`config.mk`:
```
export PLATFORM = sky130hd
export DESIGN_NAME = pedal_key_macro_sequencer_unit
export DESIGN_NICKNAME = d
export VERILOG_FILES = /design/src/rtl/pkms_pkg.sv /design/src/rtl/pkms_core.sv /design/src/rtl/pkms_out_buf.sv /design/src/rtl/pedal_key_macro_sequencer_unit.sv
export VERILOG_INCLUDE_DIRS = /design/src /design/src/rtl
export SDC_FILE = /design/constraint.sdc
export NUM_CORES = 1
export LEC_CHECK = 0
export ABC_CLOCK_PERIOD_IN_PS = 5700
export BUFFER_PORTS_ARGS = -buffer_cell sky130_fd_sc_hd__buf_2
export CAP_MARGIN = 20
export CELL_PAD_IN_SITES_DETAIL_PLACEMENT = 1
export CELL_PAD_IN_SITES_GLOBAL_PLACEMENT = 1
export CORE_MARGIN = 4
export CORE_UTILIZATION = 48
export DETAILED_ROUTE_END_ITERATION = 6
export PLACE_DENSITY_LB_ADDON = 0.1
export SETUP_SLACK_MARGIN = 0.4
export SLEW_MARGIN = 25
export SYNTH_ARGS = -nofsm -noshare
export SYNTH_HDL_FRONTEND = slang
export SYNTH_SLANG_ARGS = --single-unit
export TNS_END_PERCENT = 20
```
`constraint.sdc`:
```
create_clock -name clk -period 5.7 [get_ports clk]
set_clock_uncertainty 0.05 [all_clocks]
set_input_delay 0.57 -clock clk [delete_from_list [all_inputs] [get_ports clk]]
set_output_delay 0.57 -clock clk [all_outputs]
set_load 0.1 [all_outputs]
```
`src/rtl/assert_macros.svh`:
```
// Assertion macros used by the top-level RTL file to check its own logic.
`ifndef ASSERT_MACROS_SVH
`define ASSERT_MACROS_SVH

// Checks that the consequent holds in the same cycle as the antecedent.
`define ASSERT_IMPLY(label, ante, cons) \
	label: assert property (@(posedge clk) disable iff (!arst_n) (ante) |-> (cons)) \
		else $error("assertion failed: same-cycle implication");

// Checks that the consequent holds in the cycle after the antecedent.
`define ASSERT_NEXT(label, ante, cons) \
	label: assert property (@(posedge clk) disable iff (!arst_n) (ante) |=> (cons)) \
		else $error("assertion failed: next-cycle implication");

`endif

```
`src/rtl/pkms_pkg.sv`:
```
// Package with the types, register map and reset values of the pedal key macro sequencer.
package pkms_pkg;

	localparam int unsigned AddrW = 5;
	localparam int unsigned DataW = 32;
	localparam int unsigned RegIdxW = 3;

	localparam logic [RegIdxW-1:0] REG_IDLE_RELOAD    = 3'd0;
	localparam logic [RegIdxW-1:0] REG_IDLE_STEP      = 3'd1;
	localparam logic [RegIdxW-1:0] REG_DEBOUNCE_TICKS = 3'd2;
	localparam logic [RegIdxW-1:0] REG_FIRST_KEY      = 3'd3;
	localparam logic [RegIdxW-1:0] REG_SECOND_KEY     = 3'd4;
	localparam logic [RegIdxW-1:0] REG_SECOND_REPEATS = 3'd5;

	localparam logic [7:0] RST_IDLE_RELOAD    = 8'd0;
	localparam logic [7:0] RST_IDLE_STEP      = 8'd5;
	localparam logic [7:0] RST_DEBOUNCE_TICKS = 8'd10;
	localparam logic [7:0] RST_FIRST_KEY      = 8'h4e;
	localparam logic [7:0] RST_SECOND_KEY     = 8'h52;
	localparam logic [7:0] RST_SECOND_REPEATS = 8'd2;

	localparam logic [1:0] CODE_WAIT_PRESS   = 2'd0;
	localparam logic [1:0] CODE_FIRST_KEY    = 2'd1;
	localparam logic [1:0] CODE_SECOND_KEY   = 2'd2;
	localparam logic [1:0] CODE_WAIT_RELEASE = 2'd3;

	typedef enum logic [3:0] {
		PH_WAIT_PRESS   = 4'b0001,
		PH_FIRST_KEY    = 4'b0010,
		PH_SECOND_KEY   = 4'b0100,
		PH_WAIT_RELEASE = 4'b1000
	} phase_t;

	typedef struct packed {
		logic [7:0] idle_reload;
		logic [7:0] idle_step;
		logic [7:0] debounce_ticks;
		logic [7:0] first_key_code;
		logic [7:0] second_key_code;
		logic [7:0] second_key_repeats;
	} cfg_t;

	typedef struct packed {
		logic       report_valid;
		logic [7:0] key_code;
		logic [1:0] sequence_phase;
	} result_t;

	function automatic logic [1:0] phase_code(phase_t ph);
		logic [1:0] code;
		unique case (ph)
			PH_WAIT_PRESS:   code = CODE_WAIT_PRESS;
			PH_FIRST_KEY:    code = CODE_FIRST_KEY;
			PH_SECOND_KEY:   code = CODE_SECOND_KEY;
			PH_WAIT_RELEASE: code = CODE_WAIT_RELEASE;
			default:         code = CODE_WAIT_PRESS;
		endcase
		return code;
	endfunction

endpackage

```
`src/rtl/pkms_core.sv`:
```
// Sequencer state, timers and report logic, updated once for every accepted item.
module pkms_core (
	input  logic              clk,
	input  logic              arst_n,
	input  pkms_pkg::cfg_t    cfg,
	input  logic              accept,
	input  logic              tick,
	input  logic              button_pressed,
	input  logic              host_ready,
	output pkms_pkg::result_t result
);
	import pkms_pkg::*;

	phase_t     phase_q, phase_d;
	logic [7:0] held_key_q, held_key_d;
	logic       pending_q, pending_d;
	logic       forced_q, forced_d;
	logic [7:0] idle_cnt_q, idle_cnt_d;
	logic [7:0] repeats_q, repeats_d;
	logic [7:0] debounce_q, debounce_d;
	logic       sent;

	always_comb begin
		phase_d    = phase_q;
		held_key_d = held_key_q;
		pending_d  = pending_q;
		forced_d   = forced_q;
		idle_cnt_d = idle_cnt_q;
		repeats_d  = repeats_q;
		debounce_d = debounce_q;
		sent       = 1'b0;

		if (tick) begin
			if (debounce_q != 8'd0) begin
				debounce_d = debounce_q - 8'd1;
			end
			if (cfg.idle_reload != 8'd0) begin
				if (idle_cnt_q >= cfg.idle_step) begin
					idle_cnt_d = idle_cnt_q - cfg.idle_step;
				end else begin
					idle_cnt_d = cfg.idle_reload;
					forced_d   = 1'b1;
				end
			end
		end

		// The sequencer only advances once the previous report has gone out.
		if (!pending_q) begin
			unique case (phase_q)
				PH_WAIT_PRESS: begin
					if (debounce_d == 8'd0 && button_pressed) begin
						phase_d    = PH_FIRST_KEY;
						held_key_d = cfg.first_key_code;
						pending_d  = 1'b1;
					end
				end
				PH_FIRST_KEY: begin
					if (held_key_q != 8'd0) begin
						held_key_d = 8'd0;
					end else begin
						phase_d    = PH_SECOND_KEY;
						held_key_d = cfg.second_key_code;
						repeats_d  = (cfg.second_key_repeats == 8'd0) ? 8'd0
						           : cfg.second_key_repeats - 8'd1;
					end
					pending_d = 1'b1;
				end
				PH_SECOND_KEY: begin
					if (held_key_q != 8'd0) begin
						held_key_d = 8'd0;
						pending_d  = 1'b1;
					end else if (repeats_q != 8'd0) begin
						held_key_d = cfg.second_key_code;
						repeats_d  = repeats_q - 8'd1;
						pending_d  = 1'b1;
					end else begin
						phase_d = PH_WAIT_RELEASE;
					end
				end
				PH_WAIT_RELEASE: begin
					if (!button_pressed) begin
						phase_d    = PH_WAIT_PRESS;
						debounce_d = cfg.debounce_ticks;
					end
				end
				default: begin
					phase_d = PH_WAIT_PRESS;
				end
			endcase
		end

		if ((pending_d || forced_d) && host_ready) begin
			pending_d = 1'b0;
			forced_d  = 1'b0;
			sent      = 1'b1;
		end
	end

	always_ff @(posedge clk or negedge arst_n) begin
		if (!arst_n) begin
			phase_q    <= PH_WAIT_PRESS;
			held_key_q <= 8'd0;
			pending_q  <= 1'b0;
			forced_q   <= 1'b0;
			idle_cnt_q <= 8'd0;
			repeats_q  <= 8'd0;
			debounce_q <= 8'd0;
		end else if (accept) begin
			phase_q    <= phase_d;
			held_key_q <= held_key_d;
			pending_q  <= pending_d;
			forced_q   <= forced_d;
			idle_cnt_q <= idle_cnt_d;
			repeats_q  <= repeats_d;
			debounce_q <= debounce_d;
		end
	end

	assign result.report_valid   = sent;
	assign result.key_code       = held_key_d;
	assign result.sequence_phase = phase_code(phase_d);

endmodule

```
`src/rtl/pkms_out_buf.sv`:
```
// Two-entry result buffer that decouples the input side from a stalled receiver.
module pkms_out_buf (
	input  logic              clk,
	input  logic              arst_n,
	input  logic              push,
	input  pkms_pkg::result_t push_data,
	input  logic              pop,
	output logic              head_valid,
	output logic              full,
	output pkms_pkg::result_t head_data
);
	import pkms_pkg::*;

	result_t head_q, skid_q;
	logic    head_vld_q, skid_vld_q;

	always_ff @(posedge clk or negedge arst_n) begin
		if (!arst_n) begin
			head_vld_q <= 1'b0;
			skid_vld_q <= 1'b0;
		end else begin
			if (pop) begin
				head_vld_q <= skid_vld_q || push;
				skid_vld_q <= 1'b0;
			end else if (push) begin
				if (head_vld_q) begin
					skid_vld_q <= 1'b1;
				end else begin
					head_vld_q <= 1'b1;
				end
			end
		end
	end

	// Payload registers carry no reset; the valid flags qualify them.
	always_ff @(posedge clk) begin
		if (pop) begin
			head_q <= skid_vld_q ? skid_q : push_data;
		end else if (push) begin
			if (head_vld_q) begin
				skid_q <= push_data;
			end else begin
				head_q <= push_data;
			end
		end
	end

	assign head_valid = head_vld_q;
	assign full       = skid_vld_q;
	assign head_data  = head_q;

endmodule

```
`src/rtl/pedal_key_macro_sequencer_unit.sv`:
```
// Top level of the pedal key macro sequencer: register port, sequencer core and result buffer.
//
// Each input item is one pass of the control loop: a timer tick flag, the pedal
// level and host readiness. Every accepted item yields exactly one result item:
// report_valid, the key currently held and the sequencer phase after that pass.
// Both channels move an item at a clock edge where valid is high and stall low.
// An item accepted at one edge has its result registered in the buffer, on the output
// in the next cycle when the output is free; throughput is one item per cycle while
// in_stall is low, set by the single registered pass of the sequencer core.
// A two-entry result buffer sits at the output: when the receiver stalls, the
// block still takes one more item, then raises in_stall until a result leaves.
// Stalled results hold their value.
// The six 8-bit registers sit on the APB-style port at byte addresses 0x00 to 0x14;
// pready is always high. The user must write them only while the block is idle;
// the block does not enforce it. Reset clears the sequencer, timers and buffer, and
// loads register defaults (idle rate 0, step 5, debounce 10, keys 0x4e, 0x52, two repeats).
`include "assert_macros.svh"

module pedal_key_macro_sequencer_unit (
	input  logic                        clk,
	input  logic                        arst_n,
	input  logic                        psel,
	input  logic                        penable,
	input  logic                        pwrite,
	input  logic [pkms_pkg::AddrW-1:0]  paddr,
	input  logic [pkms_pkg::DataW-1:0]  pwdata,
	output logic [pkms_pkg::DataW-1:0]  prdata,
	output logic                        pready,
	input  logic                        in_valid,
	output logic                        in_stall,
	input  logic                        tick,
	input  logic                        button_pressed,
	input  logic                        host_ready,
	output logic                        out_valid,
	input  logic                        out_stall,
	output logic                        report_valid,
	output logic [7:0]                  key_code,
	output logic [1:0]                  sequence_phase
);
	import pkms_pkg::*;

	cfg_t               cfg_q;
	logic [RegIdxW-1:0] reg_idx;
	logic               cfg_write;
	logic               in_accept;
	logic               out_accept;
	logic               buf_full;
	logic               idle_phase;
	result_t            core_result;
	result_t            head_data;

	assign pready    = 1'b1;
	assign reg_idx   = paddr[AddrW-1:2];
	assign cfg_write = psel && penable && pwrite && pready;

	always_ff @(posedge clk or negedge arst_n) begin
		if (!arst_n) begin
			cfg_q.idle_reload        <= RST_IDLE_RELOAD;
			cfg_q.idle_step          <= RST_IDLE_STEP;
			cfg_q.debounce_ticks     <= RST_DEBOUNCE_TICKS;
			cfg_q.first_key_code     <= RST_FIRST_KEY;
			cfg_q.second_key_code    <= RST_SECOND_KEY;
			cfg_q.second_key_repeats <= RST_SECOND_REPEATS;
		end else if (cfg_write) begin
			unique case (reg_idx)
				REG_IDLE_RELOAD:    cfg_q.idle_reload        <= pwdata[7:0];
				REG_IDLE_STEP:      cfg_q.idle_step          <= pwdata[7:0];
				REG_DEBOUNCE_TICKS: cfg_q.debounce_ticks     <= pwdata[7:0];
				REG_FIRST_KEY:      cfg_q.first_key_code     <= pwdata[7:0];
				REG_SECOND_KEY:     cfg_q.second_key_code    <= pwdata[7:0];
				REG_SECOND_REPEATS: cfg_q.second_key_repeats <= pwdata[7:0];
				default: ;
			endcase
		end
	end

	always_comb begin
		unique case (reg_idx)
			REG_IDLE_RELOAD:    prdata = {{(DataW-8){1'b0}}, cfg_q.idle_reload};
			REG_IDLE_STEP:      prdata = {{(DataW-8){1'b0}}, cfg_q.idle_step};
			REG_DEBOUNCE_TICKS: prdata = {{(DataW-8){1'b0}}, cfg_q.debounce_ticks};
			REG_FIRST_KEY:      prdata = {{(DataW-8){1'b0}}, cfg_q.first_key_code};
			REG_SECOND_KEY:     prdata = {{(DataW-8){1'b0}}, cfg_q.second_key_code};
			REG_SECOND_REPEATS: prdata = {{(DataW-8){1'b0}}, cfg_q.second_key_repeats};
			default:            prdata = '0;
		endcase
	end

	assign in_stall   = buf_full;
	assign in_accept  = in_valid && !in_stall;
	assign out_accept = out_valid && !out_stall;

	pkms_core u_core (
		.clk            (clk),
		.arst_n         (arst_n),
		.cfg            (cfg_q),
		.accept         (in_accept),
		.tick           (tick),
		.button_pressed (button_pressed),
		.host_ready     (host_ready),
		.result         (core_result)
	);

	pkms_out_buf u_out_buf (
		.clk        (clk),
		.arst_n     (arst_n),
		.push       (in_accept),
		.push_data  (core_result),
		.pop        (out_accept),
		.head_valid (out_valid),
		.full       (buf_full),
		.head_data  (head_data)
	);

	assign report_valid   = head_data.report_valid;
	assign key_code       = head_data.key_code;
	assign sequence_phase = head_data.sequence_phase;

	assign idle_phase = (sequence_phase == CODE_WAIT_PRESS) ||
	                    (sequence_phase == CODE_WAIT_RELEASE);

	// The skid entry only fills behind a waiting head result.
	`ASSERT_IMPLY(a_skid_behind_head, in_stall, out_valid)
	// No key is held while waiting for a press or for the release.
	`ASSERT_IMPLY(a_idle_phase_no_key, out_valid && idle_phase, key_code == 8'd0)
	// An item taken into an empty buffer shows up at the output next cycle.
	`ASSERT_NEXT(a_item_reaches_output, in_accept && !out_valid, out_valid)

endmodule

```
==> metrics.md, run 1 <==
| Metric | Value |
|---|---|
| Status | completed |
| Hold_buf cts | 0 |
| Max_cap viols | 0 |
| Final WL | roughly 17000 microns |
| Yosys reg bits | between 100 and 150 |
| Most common library cells after synthesis | dfrtp_1 (75), nor2_1 (60), mux2_2 (55) |
| Area Overhead vs Synth | 8.15% |
| Critical-path top delay cell | nor4_2 |
| Global-route wire length before repair | approximately 27000 microns |
| WP data arrival | 4.10 ns |
| Biggest area consumer among synthesized cells | dfrtp_1 |
| Worst Path Class, Setup | reg -> reg |
| Critical Path, Cell by Cell | inv_1 -> ha_1 -> nor4bb_1 -> mux2_2 -> a211oi_1 -> o22ai_1 -> nor4_2 -> a22oi_1 -> a31oi_1 |
| Util after Layout | 0.528 |
| Slew HR | 0.445 |
| Max Clock Freq | around 0.25 GHz |
| Most common cell in the netlist | dfrtp_1 |
| Io pins | 93 |
| H-tree depth | 3 |
| Detailed placement HPWL | around 13000 microns |
| Final setup viols | 0 |
| Final Hold Fails | 0 |
| TNS Setup | 0 ns |
| Placeable Area | between 10000 and 15000 sq um |
| Mapped Cells | approximately 670 |
| Post_cts resized | 0 |
| Peak VDD IR | ~0.00022 V |
| Async SR Flop Fraction | 0.800 |
| Initial core utilization | 0.488 |
| Vias in the first global route | approximately 5100 |
| WL per Instance | 19.7 microns |
| Synth area leaders | dfrtp_1 (29%), edfxtp_1 (10%), mux2_2 (9.6%) |
| RSZ-0062 raised after global routing | no |
| Site Rows | 42 |
| Post-route DRC | 0 |
| Total grt overflow | 0 |
| Synth Flop Type | dfrtp_1 |
| Routed via count | 5092 |
| Slew @ Worst Pin | roughly 0.83 ns |
| CTS buffer count | 9 |
| Power Density | around 500 nW/um^2 |
| Worst-Skew Late Latency | 0.36 ns |
| CTS tree | done |
| DRT Pass-1 Iters | 4 |
| Min cycle time layout | approximately 4.0 ns |
| Distinct cells, synth | 68 |
| Final Cycle Share | 0.694 |
| Syn. warnings | 0 |
| Die X | 124 microns |
| Syn avg cell area | about 9.7 sq um |
| CP Capture Type | flop |
| Buf/Inv on CP | 1 |
| Share of layout cells above drive strength 1 | 0.211 |
| Req. time, crit path | just under 6 ns |
| Nets | roughly 750 |
| P_leak | 2.93 nW |
| Largest stage delay, worst path | approximately 0.8 ns |
| Root Buffer | clkbuf_16 |
| CTS max path bufs | 2 |
| Initial drt markers | about 330 |
| RePlAce Congestion | ~0.87 |
| Slew Limit Fails | 0 |
| Clock-pin slew on the worst setup and hold paths | around 0.080 ns |
| DIE HEIGHT | 124 microns |
| Antenna violations before repair | 0 |
| Cell Area, Synth | about 6500 sq um |
| Kind of cell adding the most delay to the critical path | simple AND/OR/NAND/NOR gates |
| Tot GR Track Use | 0.230 |
| Worst hold slack | between 0.15 and 0.2 ns |
| Critical path startpoint category | flop |
| Critical Path Fanout Max | 11 |
| # Post-CTS Setup Buffers | 0 |
| Top cell type's share of synthesized area | 0.290 |
| I/O Buffers | a little over 40 |
| Register area share after synthesis | 0.445 |
| Clk sinks | 110 |
| Largest net degree at the start of global routing | 46 |
| Post-synth EDFFs | 22 |
| Die Area | approximately 15000 sq um |
| Min-delay worst type | in -> async |
| Ant diodes | 0 |
| Vias per inst | 5.87 |
| Routed Antenna Nets | 0 |
==> metrics by stage <==
step                instance area, sq um  cells  power (mW)  worst slack (ns)
floorplan                           6550    690        2.52              1.58
global placement                    6690    852        2.81              1.91
detailed placement                  6700    852        2.88              1.74
CTS                                 6980    868        3.50              1.73
global route                        6990    868        3.72              1.34
finish                              6990    868        3.49              1.75
==> placed cells by master, fill, tap and decap left out, types with 10 or more instances in the layout <==
| cell | n |
|---|---|
| dfstp_2 | 13 |
| conb_1 | 25 |
| ha_1 | 11 |
| mux2_2 | 55 |
| a21oi_1 | 40 |
| nand3_1 | 10 |
| edfxtp_1 | 22 |
| a31oi_1 | 13 |
| buf_2 | 40 |
| a22oi_1 | 11 |
| inv_1 | 27 |
| nor3_1 | 13 |
| o22ai_1 | 12 |
| o21ai_0 | 50 |
| nor2_1 | 60 |
| nand2_1 | 47 |
| dfrtp_1 | 75 |
==> flip-flops by register name, indices dropped and copies added (netlist names), 4 cells and up <==
name	cells
u_core.idle_cnt_q	8
u_out_buf.skid_q	11
u_core.debounce_q	8
u_core.repeats_q	8
u_core.held_key_q	8
u_core.phase_q	4
u_out_buf.head_data	11
cfg_q	48
==> power breakdown <==
group	internal (mW)	switching [mW]
logic	0.476	1.11
registers	1.06	0.224
clock network	0.306	0.311
==> layout make-up <==
type,count,area (sq um)
Timing Repair Buffer,44,230
Clock inverter,6,51.3
Inverter,27,101
Tap cell,176,220
Fill cell,1529,6250
Clock buffer,10,229
Sequential cell,110,2880
Multi-Input combinational cell,495,3280
==> routing by layer <==
metal  GRT usage  vias to the layer above  routed length (microns)
li1            -                     2446                        -
met1       0.299                     2550                     7690
met4      0.0671                        0                      328
met2       0.394                       76                     8510
met5           0                        -                        0
met3      0.0413                       20                      569
==> worst reg2reg max path, cell delays in order, from the launching register on <==
cell and delay [ns]:
dfrtp_1 0.43, inv_1 0.08, ha_1 0.36, nor4bb_1 0.69
mux2_2 0.41, a211oi_1 0.21, o22ai_1 0.26, nor4_2 0.78
a22oi_1 0.27, a31oi_1 0.26
==> final timing paths <==
kind                                            from                      to  slack [ns]  cells past startpoint
worst max register to register  u_core.debounce_q[0]  u_out_buf.head_data[4]        1.75                      9
worst max-delay path            u_core.debounce_q[0]  u_out_buf.head_data[4]        1.75                      9
min in group clk                          host_ready        u_core.pending_q        0.42                      2
worst min register to register  u_core.idle_cnt_q[3]    u_core.idle_cnt_q[3]        0.44                      2
max in group asynchronous                     arst_n               cfg_q[14]        4.44                      2
worst min-delay path                          arst_n       u_core.phase_q[1]        0.16                      1
==> cell families after synthesis <==
group,after synthesis,share of synthesized area
buffers and inverters,85,0.0644
flip-flops,110,0.445
other,2,0.00116
multiplexers,64,0.112
AO/OA/AOI/OAI,185,0.181
adder cells (fa/ha/maj),12,0.0244
XOR/XNOR,7,0.00948
AND/OR/NAND/NOR,202,0.163
No activity file was read; power rests on OpenSTA's default activity.
==> run 2: changes to the inputs <==
- ABC_AREA: unset -> 1
- ABC_CLOCK_PERIOD_IN_PS: 5700 -> 3450
- CORE_UTILIZATION: 48 -> 38
- clock period: 5.7 -> 3.45 ns (I/O delays scaled with it)
==> metrics.md, run 2 <==
| Metric | Value |
|---|---|
| Status | completed |
| Min-delay worst type | in -> async |
| Worst reg2reg startpoint | cfg_q[32] |
| Comb pwr share | 0.469 |
| Register area share after synthesis | 0.462 |
| Max reg flops | 48 |
| TNS Setup | 0 ns |
| Worst-Skew Late Latency | 0.36 ns |
| Most flops, register | cfg_q |
| Most common library cells after synthesis | nand2_1 (223), inv_1 (94), o21ai_0 (82) |
| Syn. warnings | 0 |
| Critical path startpoint category | flop |
| CTS tree | done |
| Clock share of power | 0.185 |
| Mapped Cells | between 700 and 800 |
| I/O Buffers | 41 |
| Distinct cells, synth | 45 |
| Clock-pin slew on the worst setup and hold paths | about 0.080 ns |
| CTS buffer count | 9 |
| Die Area | about 18000 sq um |
| Max_cap viols | 0 |
| GR Util met1 | 0.271 |
| Final Hold Fails | 0 |
| Util after Layout | 0.431 |
| P_leak | about 3.3 nW |
| Placeable Area | 15900 sq um |
| Peak VDD IR | between 0.0004 and 0.0005 V |
| Slew HR | 0.390 |
| Slew @ Worst Pin | around 0.9 ns |
| Detailed placement HPWL | ~13000 microns |
| Fin area | roughly 6900 sq um |
| Share of layout cells above drive strength 1 | 0.140 |
| Biggest area consumer among synthesized cells | dfrtp_1 |
| Final Cycle Share | 0.754 |
| WL per Instance | between 15 and 20 microns |
| Placed standard-cell area | around 6600 sq um |
| Initial core utilization | 0.391 |
| Largest net degree at the start of global routing | 63 |
| WP data arrival | 2.64 ns |
| Top cell type's share of synthesized area | 0.301 |
| Io pins | 93 |
| Async SR Flop Fraction | 0.800 |
| Reg2reg end | u_out_buf.head_data[10] |
| Commonest cells after routing, fill and taps aside | nand2_1 (223), inv_1 (94), o21ai_0 (82), dfrtp_1 (75), nor2_1 (41) |
| Antenna violations before repair | 0 |
| CTS max path bufs | 2 |
| RePlAce Congestion | between 0.8 and 0.9 |
| Yosys reg bits | 110 |
| Clk sinks | 110 |
| Switching portion of total power | 0.480 |
| Flop-to-flop setup slack | 0.85 ns |
| Nets | 880 |
| Critical Path Fanout Max | 12 |
| DIE HEIGHT | 136 microns |
| Synth area leaders | dfrtp_1 (30%), nand2_1 (13%), edfxtp_1 (11%) |
| Total grt overflow | 0 |
| H-tree depth | 3 |
| Synth Flop Type | dfrtp_1 |
| Power Density | ~840 nW/um^2 |
| Met3 usage | 0.0403 |
| Routed Antenna Nets | 0 |
| Post-route DRC | 0 |
| DRT Pass-1 Iters | 4 |
| Initial drt markers | 254 |
| Min cycle time layout | between 2 and 3 ns |
| RSZ-0062 raised after global routing | no |
| M2 GR Usage | 0.328 |
| Routed via count | 5307 |
| Die X | 136 microns |
| Most common cell in the netlist | nand2_1 |
| Req. time, crit path | around 3.5 ns |
| Slew Limit Fails | 0 |
| Tot GR Track Use | 0.198 |
| Vias per inst | between 5 and 6 |
| Final setup viols | 0 |
| Net Sw Power | between 2 and 3 mW |
| Sequential Power Share | 0.346 |
| # Post-CTS Setup Buffers | 0 |
| Leading cell type in the layout, fill and taps excluded | nand2_1 |
| Root Buffer | clkbuf_16 |
| Vias in the first global route | ~5700 |
| Worst Path Class, Setup | reg -> reg |
| Post-synth EDFFs | 22 |
| Ant diodes | 0 |
| Post_cts resized | 0 |
| Area Overhead vs Synth | 10.4% |
| Global-route wire length before repair | between 20000 and 30000 microns |
| CP Capture Type | flop |
| Register-to-Register Path Depth | 11 |
| Final WL | ~17000 microns |
| Max Clock Freq | 0.385 GHz |
| Site Rows | 46 |
| Syn avg cell area | between 7 and 8 sq um |
| Hold_buf cts | 0 |
| Top Usage Layer GRT | met2 |
| Power Total | about 5.8 mW |
| Total internal power | 3.00 mW |
| Cell Area, Synth | ~6200 sq um |
==> run 2: changes by cell type after synthesis, sizes merged, moves of 9 or more <==
cell	change
nor2b	-9
a31oi	-11
inv	+68
clkbuf	-18
nand3	+12
o21ai	+32
nand2b	-9
nand2	+189
a21oi	-10
o2bb2ai	-9
mux2	-55
a221oi	+9
==> run 2: how the worst max path moves through the flow <==
stage / from / to
after floorplan: paddr[3] / prdata[2]
after global placement: cfg_q[32] / u_out_buf.head_data[10]
after global routing: u_core.debounce_q[0] / u_out_buf.head_data[5]
after detailed placement: cfg_q[32] / u_out_buf.head_data[10]
after CTS: cfg_q[32] / u_out_buf.head_data[10]
final: cfg_q[32] / u_out_buf.head_data[10]
==> run 2: cell families after synthesis <==
kind of cell / after synthesis / synth area share
AND/OR/NAND/NOR: 339 / 0.240
AO/OA/AOI/OAI: 164 / 0.150
buffers and inverters: 142 / 0.103
flip-flops: 110 / 0.462
XOR/XNOR: 13 / 0.0183
adder cells (fa/ha/maj): 12 / 0.0253
other: 2 / 0.00121
==> run 2: power by group through the flow <==
| stage | Sequential (mW) | Clock, mW | Combinational (mW) |
|---|---|---|---|
| 2_1_floorplan | 2.46 | 0 | 1.67 |
| 3_3_place_gp | 2.01 | 0 | 2.63 |
| 3_5_place_dp | 2.02 | 0 | 2.72 |
| 4_1_cts | 2.00 | 1.10 | 2.74 |
| 5_1_grt | 2.05 | 1.16 | 3.00 |
| 6_report | 2.00 | 1.07 | 2.71 |
==> run 2: stage by stage <==
| stage | worst slack [ns] | hold WS (ns) | std cells |
|---|---|---|---|
| 2_1_floorplan | 0.233 | -0.000591 | 805 |
| 3_3_place_gp | 0.910 | 0.417 | 1026 |
| 3_5_place_dp | 0.872 | 0.428 | 1026 |
| 4_1_cts | 0.847 | 0.0787 | 1042 |
| 5_1_grt | 0.637 | 0.113 | 1042 |
| 6_report | 0.850 | 0.0460 | 1042 |
==> run 2: layout make-up <==
cell class                      instances  area [sq um]
Clock buffer                            9           225
Clock inverter                          7          72.6
Fill cell                            1984          9070
Inverter                               99           373
Multi-Input combinational cell        553          2790
Sequential cell                       110          2880
Tap cell                              216           270
Timing Repair Buffer                   48           260
==> run 2: worst max-delay path, cell delays in order (launching register included) <==
cell and delay (ns):
dfstp_2 0.39, ha_1 0.23, fa_1 0.44, nor2_1 0.16
o21ai_0 0.09, nand3_1 0.09, buf_4 0.18, inv_1 0.15
a21oi_1 0.27, nand2_1 0.09, nand2_1 0.11, a21oi_1 0.08
==> run 2: layer usage <==
layer	wire length [microns]	vias up
met2	8150	94
li1	-	2600
met3	671	16
met5	0	-
met4	177	0
met1	8350	2597
==> run 3: changes to the inputs <==
- ABC_CLOCK_PERIOD_IN_PS: 3450 -> 2600
- CORE_UTILIZATION: 38 -> 43
- clock period: 3.45 -> 2.6 ns (I/O delays scaled with it)
==> metrics.md, run 3 (synthesis gave the netlist of run 2 again) <==
| Metric | Value |
|---|---|
| WP data arrival | 2.31 ns |
| Slew @ Worst Pin | ~0.59 ns |
| Max Clock Freq | between 0.4 and 0.5 GHz |
| Critical Path, Cell by Cell | nor2_1 -> inv_1 -> nor3_2 -> inv_1 -> nand3b_1 -> nand2_1 -> clkinvlp_4 -> nand3_4 -> nand2_1 -> nand2_2 -> nand2_1 -> nand2_1 |
| Util after Layout | 0.532 |
| CTS buffer count | 9 |
| Critical Path Fanout Max | 9 |
| CTS max path bufs | 2 |
| Post-route DRC | 0 |
| Peak VDD IR | between 0.0005 and 0.0006 V |
| Final Cycle Share | 0.863 |
| TNS Setup | 0 ns |
| Placeable Area | about 14000 sq um |
| Global-route wire length before repair | between 20000 and 30000 microns |
| Initial core utilization | 0.443 |
| DRT Pass-1 Iters | 5 |
| Detailed placement HPWL | 13200 microns |
| RSZ-0062 raised after global routing | yes |
| Die X | about 130 microns |
| Fin area | ~7500 sq um |
| Leading cell type in the layout, fill and taps excluded | nand2_1 |
| H-tree depth | 3 |
| Worst hold slack | ~0.082 ns |
| Vias per inst | 5.32 |
| CP Capture Type | flop |
| Ant diodes | 0 |
| Max reg flops | 48 |
| Final setup viols | 0 |
| WL per Instance | between 15 and 20 microns |
| Min cycle time layout | 2.24 ns |
| Vias in the first global route | between 5000 and 6000 |
| Final Hold Fails | 0 |
| Clk sinks | 110 |
| Worst-Skew Late Latency | about 0.36 ns |
| I/O Buffers | 41 |
| Root Buffer | clkbuf_16 |
| Kind of cell adding the most delay to the critical path | simple AND/OR/NAND/NOR gates |
| Largest net degree at the start of global routing | 56 |
| Io pins | a little over 90 |
| Clock-pin slew on the worst setup and hold paths | ~0.07 ns |
| Die Area | roughly 16000 sq um |
| Worst Path Class, Setup | reg -> reg |
| DIE HEIGHT | 128 microns |
| Placed standard-cell area | between 6000 and 7000 sq um |
| Critical-path top delay cell | dfrtp_1 |
| Final WS setup | roughly 0.36 ns |
| Total grt overflow | 0 |
| Antenna violations before repair | 0 |
| Nets | slightly above 900 |
| Largest stage delay, worst path | roughly 0.44 ns |
| Final WL | between 15000 and 20000 microns |
| Routed via count | 5514 |
| Commonest cells after routing, fill and taps aside | nand2_1 (196), inv_1 (84), dfrtp_1 (75), o21ai_0 (71) |
| Req. time, crit path | approximately 2.7 ns |
| RePlAce Congestion | roughly 0.83 |
| P_leak | 3.52 nW |
| Slew HR | 0.605 |
| Setup slack after placement | around 0.11 ns |
| CTS tree | done |
| Initial drt markers | 296 |
| Routed Antenna Nets | 0 |
| Area Overhead vs Synth | 20.0% |
| Power Density | 1130 nW/um^2 |
| CP dominant cell by count | nand2_1 |
| Tot GR Track Use | 0.228 |
| Status | completed |
| Site Rows | 43 |
| Share of layout cells above drive strength 1 | 0.249 |
| Critical path startpoint category | flop |
| Max_cap viols | 0 |
| Slew Limit Fails | 0 |
| Buf/Inv on CP | 3 |
| Min-delay worst type | in -> reg |
| Most flops, register | cfg_q |
[run 3: area by class of cell]
| cell class | count | area, sq um |
|---|---|---|
| clock buffers | 9 | 225 |
| well taps | 180 | 225 |
| multi-input cells | 553 | 3110 |
| repair buffers | 78 | 547 |
| inverters | 99 | 385 |
| flip-flops and latches | 110 | 2880 |
| clock inverters | 7 | 97.6 |
| fillers | 1719 | 6570 |
[run 3: worst min-delay path, stage by stage]
cell,delay (ns)
buf_2,0.09
nand2_1,0.05
o21ai_0,0.06
[run 3: path summary, 6_finish.rpt]
| path | slack [ns] | cells past startpoint | to | start |
|---|---|---|---|---|
| setup / recovery | 0.36 | 12 | u_out_buf.head_data[2] | u_core.phase_q[3] |
| hold / removal | 0.08 | 3 | cfg_q[5] | pwdata[5] |
| setup reg to reg | 0.36 | 12 | u_out_buf.head_data[2] | u_core.phase_q[3] |
| hold reg to reg | 0.44 | 2 | cfg_q[11] | cfg_q[11] |
| max in group asynchronous | 1.42 | 3 | cfg_q[9] | arst_n |
| min in group asynchronous | 0.36 | 2 | u_core.pending_q | arst_n |
[run 3: power by group]
part	switching (mW)	internal, mW	total, mW	leakage (nW)
Clock	0.686	0.849	1.54	0.147
Sequential	0.360	2.32	2.68	1.29
Combinational	2.98	1.24	4.22	2.09
Total	4.03	4.40	8.43	3.52
[run 3: metrics by stage]
stage / std cells / power (mW)
5_1_grt: 1036 / 8.99
3_5_place_dp: 992 / 6.32
6_report: 1036 / 8.43
3_3_place_gp: 992 / 6.16
4_1_cts: 1024 / 8.12
2_1_floorplan: 805 / 5.48
[run 3: what timing repair did]
item,4_1_cts,5_1_grt
pin swaps,19,23
resized for setup,53,47
buffers inserted,15,12
gates cloned,0,0
hold buffers,1,0
endpoints found under the hold margin,31,0
endpoints found under the setup margin,45,57
[run 3: layer usage]
metal / up-vias / track usage / wire [microns]
met1: 2745 / 0.304 / 8280
met5: - / 0 / 0
met2: 101 / 0.388 / 9050
met3: 20 / 0.0415 / 628
li1: 2648 / - / -
met4: 0 / 0.0506 / 284
